## config.mk

```make
export PLATFORM = sky130hd
export DESIGN_NAME = wlm_fifo
export DESIGN_NICKNAME = d
export VERILOG_FILES = /design/src/hw/rtl/wlm_pkg.sv /design/src/hw/rtl/wlm_fifo.sv
export SDC_FILE = /design/constraint.sdc
export NUM_CORES = 1
export LEC_CHECK = 0
export ABC_AREA = 0
export BUFFER_PORTS_ARGS = -buffer_cell sky130_fd_sc_hd__buf_2
export CAP_MARGIN = 20
export CELL_PAD_IN_SITES_DETAIL_PLACEMENT = 0
export CELL_PAD_IN_SITES_GLOBAL_PLACEMENT = 1
export CORE_ASPECT_RATIO = 1.2
export CORE_MARGIN = 4
export CORE_UTILIZATION = 30
export CTS_CLUSTER_DIAMETER = 80
export DETAILED_ROUTE_END_ITERATION = 6
export GPL_ROUTABILITY_DRIVEN = 0
export PLACE_DENSITY = 0.54
export REMOVE_ABC_BUFFERS = 1
export SYNTH_ARGS = -nofsm -noshare
export SYNTH_HDL_FRONTEND = slang
export SYNTH_SLANG_ARGS = --single-unit
```

## constraint.sdc

```tcl
create_clock -name clk -period 4.4 [get_ports clk]
set_input_delay 0.88 -clock clk [delete_from_list [all_inputs] [get_ports clk]]
set_output_delay 0.88 -clock clk [all_outputs]
set_load 0.05 [all_outputs]
```

## src/hw/rtl/wlm_pkg.sv

```systemverilog
`timescale 1ns / 1ps

package wlm_pkg;

  localparam int MAX_WIDTH    = 4096;
  localparam int HEIGHT_LIMIT = 4096;
  localparam int ADDR_W       = $clog2(MAX_WIDTH);
  localparam int POS_W        = 12;
  localparam int DIM_W        = 13;
  localparam int PIX_W        = 8;
  localparam int QUEUE_DEPTH  = 4;
  localparam int QPTR_W       = $clog2(QUEUE_DEPTH);

  localparam logic [DIM_W-1:0] WIDTH_RESET  = DIM_W'(640);
  localparam logic [DIM_W-1:0] HEIGHT_RESET = DIM_W'(480);
  localparam logic [DIM_W-1:0] DIM_MIN      = DIM_W'(3);

  // register indexes of the configuration port
  localparam logic REG_IMAGE_WIDTH  = 1'b0;
  localparam logic REG_IMAGE_HEIGHT = 1'b1;

  typedef logic [PIX_W-1:0] pix_t;

  // one complete 3x3 neighborhood with the raster position of its newest pixel
  typedef struct packed {
    logic [2:0][2:0][PIX_W-1:0] win;
    logic [POS_W-1:0]           row;
    logic [POS_W-1:0]           col;
  } win_entry_t;

  function automatic logic [DIM_W-1:0] clamp_dim(input logic [DIM_W-1:0] v,
                                                 input logic [DIM_W-1:0] hi);
    logic [DIM_W-1:0] r;
    r = v;
    if (v < DIM_MIN) r = DIM_MIN;
    else if (v > hi) r = hi;
    return r;
  endfunction

endpackage

```

## src/hw/rtl/wlm_fifo.sv

```systemverilog
`timescale 1ns / 1ps

module wlm_fifo (
  input  logic                clk,
  input  logic                rst,
  input  logic                push,
  input  wlm_pkg::win_entry_t push_data,
  output logic                full,
  input  logic                pop,
  output logic                not_empty,
  output wlm_pkg::win_entry_t pop_data
);

  wlm_pkg::win_entry_t entries [wlm_pkg::QUEUE_DEPTH];

  logic [wlm_pkg::QPTR_W-1:0] wr_ptr;
  logic [wlm_pkg::QPTR_W-1:0] rd_ptr;
  logic [wlm_pkg::QPTR_W:0]   count;

  assign full      = (count == (wlm_pkg::QPTR_W + 1)'(wlm_pkg::QUEUE_DEPTH));
  assign not_empty = (count != '0);
  assign pop_data  = entries[rd_ptr];

  always_ff @(posedge clk) begin
    if (rst) begin
      wr_ptr <= '0;
      rd_ptr <= '0;
      count  <= '0;
    end else begin
      if (push) wr_ptr <= wr_ptr + wlm_pkg::QPTR_W'(1);
      if (pop)  rd_ptr <= rd_ptr + wlm_pkg::QPTR_W'(1);
      case ({push, pop})
        2'b10:   count <= count + (wlm_pkg::QPTR_W + 1)'(1);
        2'b01:   count <= count - (wlm_pkg::QPTR_W + 1)'(1);
        default: count <= count;
      endcase
    end
  end

  always_ff @(posedge clk) begin
    if (push) entries[wr_ptr] <= push_data;
  end

endmodule

```

==> impl_results.md <==
* Final net count at 887
* Aggregate negative setup slack at 0 ps
* Post-route antenna net violation count at 0
* Antenna Cells at 0
* Number of gates resized after cts at 0
* Detailed-router iteration count before antenna repair at 4
* Growth of design area from synthesis to finish at 21.5%
* Static leakage at 0.00576 µW
* Total global routing track utilization at 11.4%
* Max Transition Viols Final at 0
* Crit Path Class: register to output port
* Distinct cells, synth at 21
* Average vias per placed instance at 4.47
* Count of warnings emitted by yosys at 0
* Most frequent standard cell in the layout excluding fill and tap cells: edfxtp_1
* Setup clock skew after layout at 20.5 ps
* Slowest Stage Delay on Critical Path at 700 ps
* Cell area after technology mapping at 14300 µm²
* Reg-to-reg endpoint: entries[3][77]$_DFFE_PP_
* Outcome: finished clean
* Worst-Skew Late Latency at 540 ps
* Post-synthesis sequential area ratio at 81.9%
* Worst min-delay path endpoint: count[1]$_SDFFE_PP0P_
* Critical-path maximum fanout at 23
* Clock Tree Root: clkbuf_16
* Starting density of the core at 30.4%
* Sort of element at the start of the critical path: register
* Hold Crit Start: count[1]$_SDFFE_PP0P_
* Die height at 247 µm
* RSZ-0062 raised after global routing: false
* Worst min-delay path category: register to register
* Startpoint of the worst-slack reg-to-reg timing path: wr_ptr[0]$_SDFFE_PP0P_
* X dimension of the die at 207 µm
* Top-level port count at 198
* Detailed Route WL at 29500 µm
* DRC violations left at 0
* Clock transition time at the flip-flop clock pins of the worst setup and hold paths at 60 ps
* Min cycle time layout at 3360 ps
* Maxcap violations at 0
* Initial antenna violation count at 3
* Max Root-Sink Buffers at 3
* Cell breakdown of the critical path: buf_4 > mux4_2 > buf_2
* Number of buffers added to fix hold violations after cts at 0
* Mapped Cells at 549
* Top achievable clock speed at 298 MHz
* Required arrival time at the worst endpoint at 3520 ps
* Worst R2R Setup Slack at 2380 ps
* Area of the die at 51200 µm²
* Fraction of final layout cells with drive strength greater than 1 at 45.2%
* Most used cells in the layout excluding fill and tap cells: 384 x edfxtp_1, 197 x buf_2, 96 x mux4_2
* Number of port buffers at 197
* Slew HR at 40.7%
* Synthesized area per cell at 26.0 µm²
* CTS H-tree lvls at 2
* Largest net degree at the start of global routing at 53
* Flip-flop and latch count after synthesis at 393
* Starting DRT DRC Count at 299
* Total gr overflow at 0
* CP arrival at 2480 ps
* End-of-flow core utilization at 36.9%
* Clock tree from TritonCTS: built
* Site Rows at 87
* Number of cells traversed by the worst register-to-register path at 3
* Share of the clock period used by the worst path after layout at 76.3%
* HPWL after detailed placement at 17700 µm
* Final hold vios at 0
* Transition time at the pin with the least slew margin at 889 ps
* Number of cells on the worst hold path at 2
* Number of buffers added by the clock tree synthesis step at 41
* Number of global-route vias before repair at 7093
* Post-CTS setup buffer count at 0
* Routed len/inst at 20.6 µm
* Core box area at 47000 µm²
* Nature of the critical path endpoint: output port
* Via count at 6412
* Worst VDD drop at 0.000336 V
* Clock Sink Count at 393
* Crit path max-delay cell type: dfxtp_4
* Power density of the placed cells at 511 nW/µm²
* Count of endpoints failing setup in the final report at 0
* First-pass GRT wire length at 44700 µm
worst max-delay path by stage:
stage	startpoint	endpoint	depth (start not counted)
floorplan	register	pop_data[0]	1
global placement	register	pop_data[80]	3
detailed placement	register	pop_data[19]	3
CTS	register	pop_data[19]	3
global route	register	pop_data[80]	3
finish	register	pop_data[80]	3
registers in the layout, summed over array words and instances, names as in the netlist, named ones only:
signal / flops
count: 3
entries: 384
rd_ptr: 2
wr_ptr: 2
final cells by class:
type	count	area [µm²]
sequential	393	11700
timing repair buffer	212	1170
inverter	6	22.5
multi-input combinational	127	2400
tap	623	779
fill	4408	29700
clock inverter	20	165
clock buffer	52	1110
cell families after synthesis:
family | count (synthesis) | synth area share [%]
buffers and inverters | 29 | 1.34
AND/OR/NAND/NOR | 16 | 0.543
AO/OA/AOI/OAI | 3 | 0.105
adder cells (fa/ha/maj) | 6 | 0.578
multiplexers | 97 | 15.2
XOR/XNOR | 5 | 0.306
flip-flops | 393 | 81.9
critical path: cells and delay by family (launching register included):
| family | cells | cell delay [ps] |
|---|---|---|
| buffers and inverters | 2 | 630 |
| multiplexers | 1 | 560 |
| flip-flops | 1 | 700 |
where the power goes:
part	leakage [µW]	internal (µW)	switching [µW]
logic	0.00153	360	838
registers	0.00360	4300	64.3
clock network	0.000624	1950	1360
Yosys cell counts, drive strengths merged:
cell type  instances  area share [%]
nand2              1           0.026
dfxtp              9             1.3
clkbuf             6            0.16
or3                2           0.088
buf               17             1.0
a21oi              2           0.070
and3               1           0.044
ha                 5            0.44
and2               4            0.18
o21ai              1           0.035
xnor2              2            0.12
xor2               3            0.18
nor2               8            0.21
edfxtp           384              81
mux4              96              15
inv                6            0.16
mux2i              1           0.070
fa                 1            0.14
per-stage QoR:
step	total power, µW	worst slack [ps]	std cells	area [µm²]	hold WS, ps
floorplan	5330	-1310	526	14100	456
global placement	5670	1490	1361	16100	493
detailed placement	5680	1500	1361	16100	495
CTS	9040	886	1433	17400	497
global route	9240	831	1433	17400	512
finish	8870	1040	1433	17400	507
per-layer routing:
metal  global-route usage (%)  part of all wire (%)  vias up
li1                         -                     -     2824
met4                     3.60                   2.3        6
met1                     14.2                    42     3364
met2                     19.2                    50      162
met3                     3.58                   5.7       56
met5                        0                  0.14        -
(Power assumes the default switching activity.)
