## src/hw/rtl/wlm_pkg.sv

```systemverilog
`timescale 1ns / 1ps

package wlm_pkg;

  localparam int MAX_WIDTH    = 4096;
  localparam int HEIGHT_LIMIT = 4096;
  localparam int ADDR_W       = $clog2(MAX_WIDTH);
  localparam int POS_W        = 12;
  localparam int DIM_W        = 13;
  localparam int PIX_W        = 8;
  localparam int QUEUE_DEPTH  = 4;
  localparam int QPTR_W       = $clog2(QUEUE_DEPTH);

  localparam logic [DIM_W-1:0] WIDTH_RESET  = DIM_W'(640);
  localparam logic [DIM_W-1:0] HEIGHT_RESET = DIM_W'(480);
  localparam logic [DIM_W-1:0] DIM_MIN      = DIM_W'(3);

  // register indexes of the configuration port
  localparam logic REG_IMAGE_WIDTH  = 1'b0;
  localparam logic REG_IMAGE_HEIGHT = 1'b1;

  typedef logic [PIX_W-1:0] pix_t;

  // one complete 3x3 neighborhood with the raster position of its newest pixel
  typedef struct packed {
    logic [2:0][2:0][PIX_W-1:0] win;
    logic [POS_W-1:0]           row;
    logic [POS_W-1:0]           col;
  } win_entry_t;

  function automatic logic [DIM_W-1:0] clamp_dim(input logic [DIM_W-1:0] v,
                                                 input logic [DIM_W-1:0] hi);
    logic [DIM_W-1:0] r;
    r = v;
    if (v < DIM_MIN) r = DIM_MIN;
    else if (v > hi) r = hi;
    return r;
  endfunction

endpackage

```

## src/hw/rtl/wlm_back.sv

```systemverilog
`timescale 1ns / 1ps

module wlm_back (
  input  logic                          clk,
  input  logic                          rst,
  input  logic                          q_valid,
  input  wlm_pkg::win_entry_t           q_data,
  output logic                          q_pop,
  output logic                          out_valid,
  input  logic                          out_stall,
  output logic [wlm_pkg::POS_W-1:0]     winner_row,
  output logic [wlm_pkg::POS_W-1:0]     winner_col,
  output logic [wlm_pkg::PIX_W-1:0]     winner_value
);

  // stage 1: best of each window row, first column wins a tie
  logic                      b1_valid;
  wlm_pkg::pix_t             b1_val  [3];
  logic [1:0]                b1_lidx [3];
  logic [wlm_pkg::POS_W-1:0] b1_row;
  logic [wlm_pkg::POS_W-1:0] b1_col;

  wlm_pkg::pix_t             row_val  [3];
  logic [1:0]                row_lidx [3];

  wlm_pkg::pix_t             best_val;
  logic [1:0]                best_k;
  logic [1:0]                best_l;

  logic b1_drop;
  logic out_free;
  logic b1_ready;

  always_comb begin
    for (int k = 0; k < 3; k++) begin
      row_val[k]  = '0;
      row_lidx[k] = '0;
      for (int l = 0; l < 3; l++) begin
        if (q_data.win[k][l] > row_val[k]) begin
          row_val[k]  = q_data.win[k][l];
          row_lidx[k] = 2'(l);
        end
      end
    end
  end

  // stage 2: top row first, strict compare keeps the earliest maximum
  always_comb begin
    best_val = '0;
    best_k   = '0;
    best_l   = '0;
    for (int k = 0; k < 3; k++) begin
      if (b1_val[k] > best_val) begin
        best_val = b1_val[k];
        best_k   = 2'(k);
        best_l   = b1_lidx[k];
      end
    end
  end

  assign b1_drop  = (best_val == '0);
  assign out_free = !out_valid || !out_stall;
  assign b1_ready = !b1_valid || b1_drop || out_free;
  assign q_pop    = q_valid && b1_ready;

  always_ff @(posedge clk) begin
    if (rst) begin
      b1_valid <= 1'b0;
    end else if (b1_ready) begin
      b1_valid <= q_valid;
    end
  end

  always_ff @(posedge clk) begin
    if (q_pop) begin
      for (int k = 0; k < 3; k++) begin
        b1_val[k]  <= row_val[k];
        b1_lidx[k] <= row_lidx[k];
      end
      b1_row <= q_data.row;
      b1_col <= q_data.col;
    end
  end

  always_ff @(posedge clk) begin
    if (rst) begin
      out_valid <= 1'b0;
    end else if (out_free) begin
      out_valid <= b1_valid && !b1_drop;
    end
  end

  always_ff @(posedge clk) begin
    if (out_free) begin
      winner_value <= best_val;
      winner_row   <= b1_row - wlm_pkg::POS_W'(2) + wlm_pkg::POS_W'(best_k);
      winner_col   <= b1_col - wlm_pkg::POS_W'(2) + wlm_pkg::POS_W'(best_l);
    end
  end

endmodule

```

## config.mk

```make
export PLATFORM = sky130hd
export DESIGN_NAME = wlm_back
export DESIGN_NICKNAME = d
export VERILOG_FILES = /design/src/hw/rtl/wlm_pkg.sv /design/src/hw/rtl/wlm_back.sv
export SDC_FILE = /design/constraint.sdc
export NUM_CORES = 1
export LEC_CHECK = 0
export ABC_AREA = 0
export BUFFER_PORTS_ARGS = -buffer_cell sky130_fd_sc_hd__buf_2
export CORE_ASPECT_RATIO = 0.9
export CORE_MARGIN = 5
export CORE_UTILIZATION = 28
export DETAILED_ROUTE_END_ITERATION = 6
export RECOVER_POWER = 25
export REMOVE_ABC_BUFFERS = 1
export SYNTH_ARGS = -nofsm -noshare
export SYNTH_HDL_FRONTEND = slang
export SYNTH_SLANG_ARGS = --single-unit
```

## constraint.sdc

```tcl
create_clock -name clk -period 22.6 [get_ports clk]
set_input_delay 4.52 -clock clk [delete_from_list [all_inputs] [get_ports clk]]
set_output_delay 4.52 -clock clk [all_outputs]
set_load 0.02 [all_outputs]
```

==> results_dict.tcl <==
set metrics [dict create \
    n_antenna_cell 0 \
    dieArea_um2 24700 \
    r2r_cells 26 \
    clk_pin_slew_ps 60 \
    clk_latency_ps 340 \
    hold_class "reg -> reg" \
    finalHoldViolCount 0 \
    yosys-top-cells-area "edfxtp_1, ha_1, mux2i_1, inv_1, a21oi_1" \
    drv_slew 34 \
    drt_first_pass_iters 4 \
    cts_resized 0 \
    syn_inst 572 \
    vias 4359 \
    setup_tns_ps 0 \
    cts-root-buf "clkbuf_16" \
    rr_endpoint "winner_col[11]" \
    drtIter0Drc 180 \
    synth_common_cells "inv_1, ha_1, edfxtp_1" \
    worst_hold_slack_ps 564 \
    pre_cts_ws_ps 12730 \
    numCtsBuffers 9 \
    max_clock_freq_mhz 94.9 \
    post-route-drc-count 0 \
    antenna_found_initial 4 \
    holdBufCountCts 0 \
    syn_area_um2 6070 \
    grt_pass1_wl_um 20800 \
    violations "capacitance limit, slew limit" \
    synth_enable_flop_cells 86 \
    cp_max_fo 12 \
    synth.avg_cell_area_um2 10.6 \
    grt_max_degree 55 \
    placed_area_um2 7100 \
    required_ps 18080 \
    yosys_warnings 0 \
    nets 899 \
    critical_path_class "reg -> out" \
    fillers 2210 \
    avgViaCountPerCell 4.34 \
    worst-r2r-setup-slack_ps 15940 \
    portBuffers 133 \
    worst_hold_startpoint "b1_row[0]" \
    cts.htree.levels 3 \
    clock_skew_ps 8.78 \
    synth_top_area_share_pct 42.6 \
    cts_tree "done" \
    seqCellArea_um2 2620 \
    io_pins 134 \
    worstMarginPinSlew_ps 1800 \
    outcome "finished, violations left" \
    ys_seq_area_share_pct 43.2 \
    holdPathStages 1 \
    design_area_um2 7350 \
    rsz0062_at_grt "no" \
    reg2reg_from "b1_val[0][15]" \
    slew_headroom_pct -20.0 \
    async_reset_ff_share_pct 0 \
    final.min_clock_period_ps 10540 \
    fin_ws_ps 12060 \
    p_per_area_nw_per_um2 79.4 \
    hold_end "winner_row[0]" \
    postCtsSetupBuffers 0 \
    die_x_um 165 \
    wl_um 13000 \
    clkSinkCount 88 \
    cp-start-kind "register" \
    antenna_left 0 \
    row_count 51 \
    min_period_over_period_pct 46.6 \
    synth_ff_type "edfxtp_1" \
    grt_usage_pct 10.7 \
    ys_seq_elements 88 \
    overflow 0 \
    total_leakage_power_uw 0.00359 \
    yosys.area.top_type "edfxtp_1" \
    core_area_um2 21500 \
    clock_path_buffers 2 \
    maxCapViolCount 1 \
    grt_pass1_vias 4373 \
    syn_to_final_growth_pct 21.1 \
    cp-end-kind "primary output" \
    critPathArrivalTime_ps 6020 \
    drive_above_1_share_pct 22.2 \
    dpl.hpwl_um 10800 \
    post-synth-top-count-cell "inv_1" \
    multiInputGateArea_um2 3020 \
    wl_per_cell_um 12.9 \
    synthDistinctLibCells 46 \
    finalSetupViolCount 0 \
    peakVddDrop_mv 0.0373 \
    gp_routability_congestion 0.838 \
    initial_core_util_pct 28.2 \
    die_h_um 150 \
]
-- cell families after synthesis --
family | after synthesis | share of synthesized area [%]
AOI/OAI and AO/OA | 119 | 12.1
buffers and inverters | 112 | 7.05
and+or+nand+nor | 97 | 8.09
adders and majority gates | 90 | 18.8
DFF | 88 | 43.2
muxes | 50 | 8.37
xor gates and xnor gates | 16 | 2.31
-- worst max-delay path: stages, from the launching register on --
cell      delay, ps
edfxtp_1        420
ha_1            350
a21oi_1         200
o21ai_0         150
o31ai_1         680
nor2_1          360
mux2i_1         320
ha_1            290
and3_1          210
a21boi_0        190
a22o_1          370
inv_1           260
nor2_1          150
a21oi_1          70
or4_1           540
or4b_4          550
a41oi_4         340
buf_2           230
-- registers in the layout, indices dropped and copies added (netlist names) --
signal / count
winner_value: 8
b1_lidx: 6
winner_col: 12
b1_valid: 1
out_valid: 1
b1_row: 12
winner_row: 12
b1_col: 12
b1_val: 24
-- how the worst max path moves through the flow --
stage / startpoint / to / slack, ps / cells after the start
after floorplan: out_stall / q_pop / 10300 / 1
after CTS: b1_val[0][5] / q_pop / 12340 / 18
final: b1_val[0][15] / q_pop / 12060 / 17
after global placement: b1_val[0][15] / q_pop / 12840 / 17
after global routing: b1_val[0][7] / q_pop / 11590 / 18
after detailed placement: b1_val[0][5] / q_pop / 12730 / 18
-- cell usage in the layout (no fill, tap or decap), types with 4 or more instances in the layout --
cell type,instances
o21ai_0,33
nand4_1,4
o21a_1,8
and3_1,6
mux2_2,6
clkbuf_16,9
a31oi_1,6
o211ai_1,4
a21o_1,12
xor2_1,6
a21boi_0,8
clkbuf_1,6
inv_1,100
nand2_1,27
buf_2,130
nor3_1,7
xnor2_1,10
edfxtp_1,86
ha_1,88
nand3_1,10
nor2b_1,12
a21oi_1,36
mux2i_1,44
nand2b_1,5
buf_4,4
nor2_1,18
-- cell type report --
class | instances | area share, %
inverter | 100 | 5.11
sequential | 88 | 35.7
clock buffer | 11 | 3.17
clock inverter | 4 | 0.426
tap | 291 | 4.96
multi-input combinational | 372 | 41.2
timing repair buffer | 138 | 9.47
-- routing by layer --
layer | global-route usage [%] | share of wire (%) | wire [um]
met5 | 0 | 0.30 | 39
met4 | 1.87 | 0.66 | 86
met3 | 4.16 | 9.1 | 1190
met2 | 16.7 | 43 | 5550
met1 | 14.3 | 47 | 6110
-- report_power, final --
part           switching [uW]  leakage, uW  internal (uW)
registers                13.3     0.000878            222
clock network            59.5     0.000130           74.5
logic                     128      0.00258           85.5
-- per-stage QoR --
step | instances | total power, uW | utilization [%]
after floorplan | 560 | 386 | -
after global placement | 989 | 455 | 33.0
after detailed placement | 989 | 458 | 33.0
after CTS | 1004 | 595 | 34.2
after global routing | 1004 | 630 | 34.2
final | 1004 | 583 | 34.2
No activity file was read; power rests on OpenSTA's default activity.
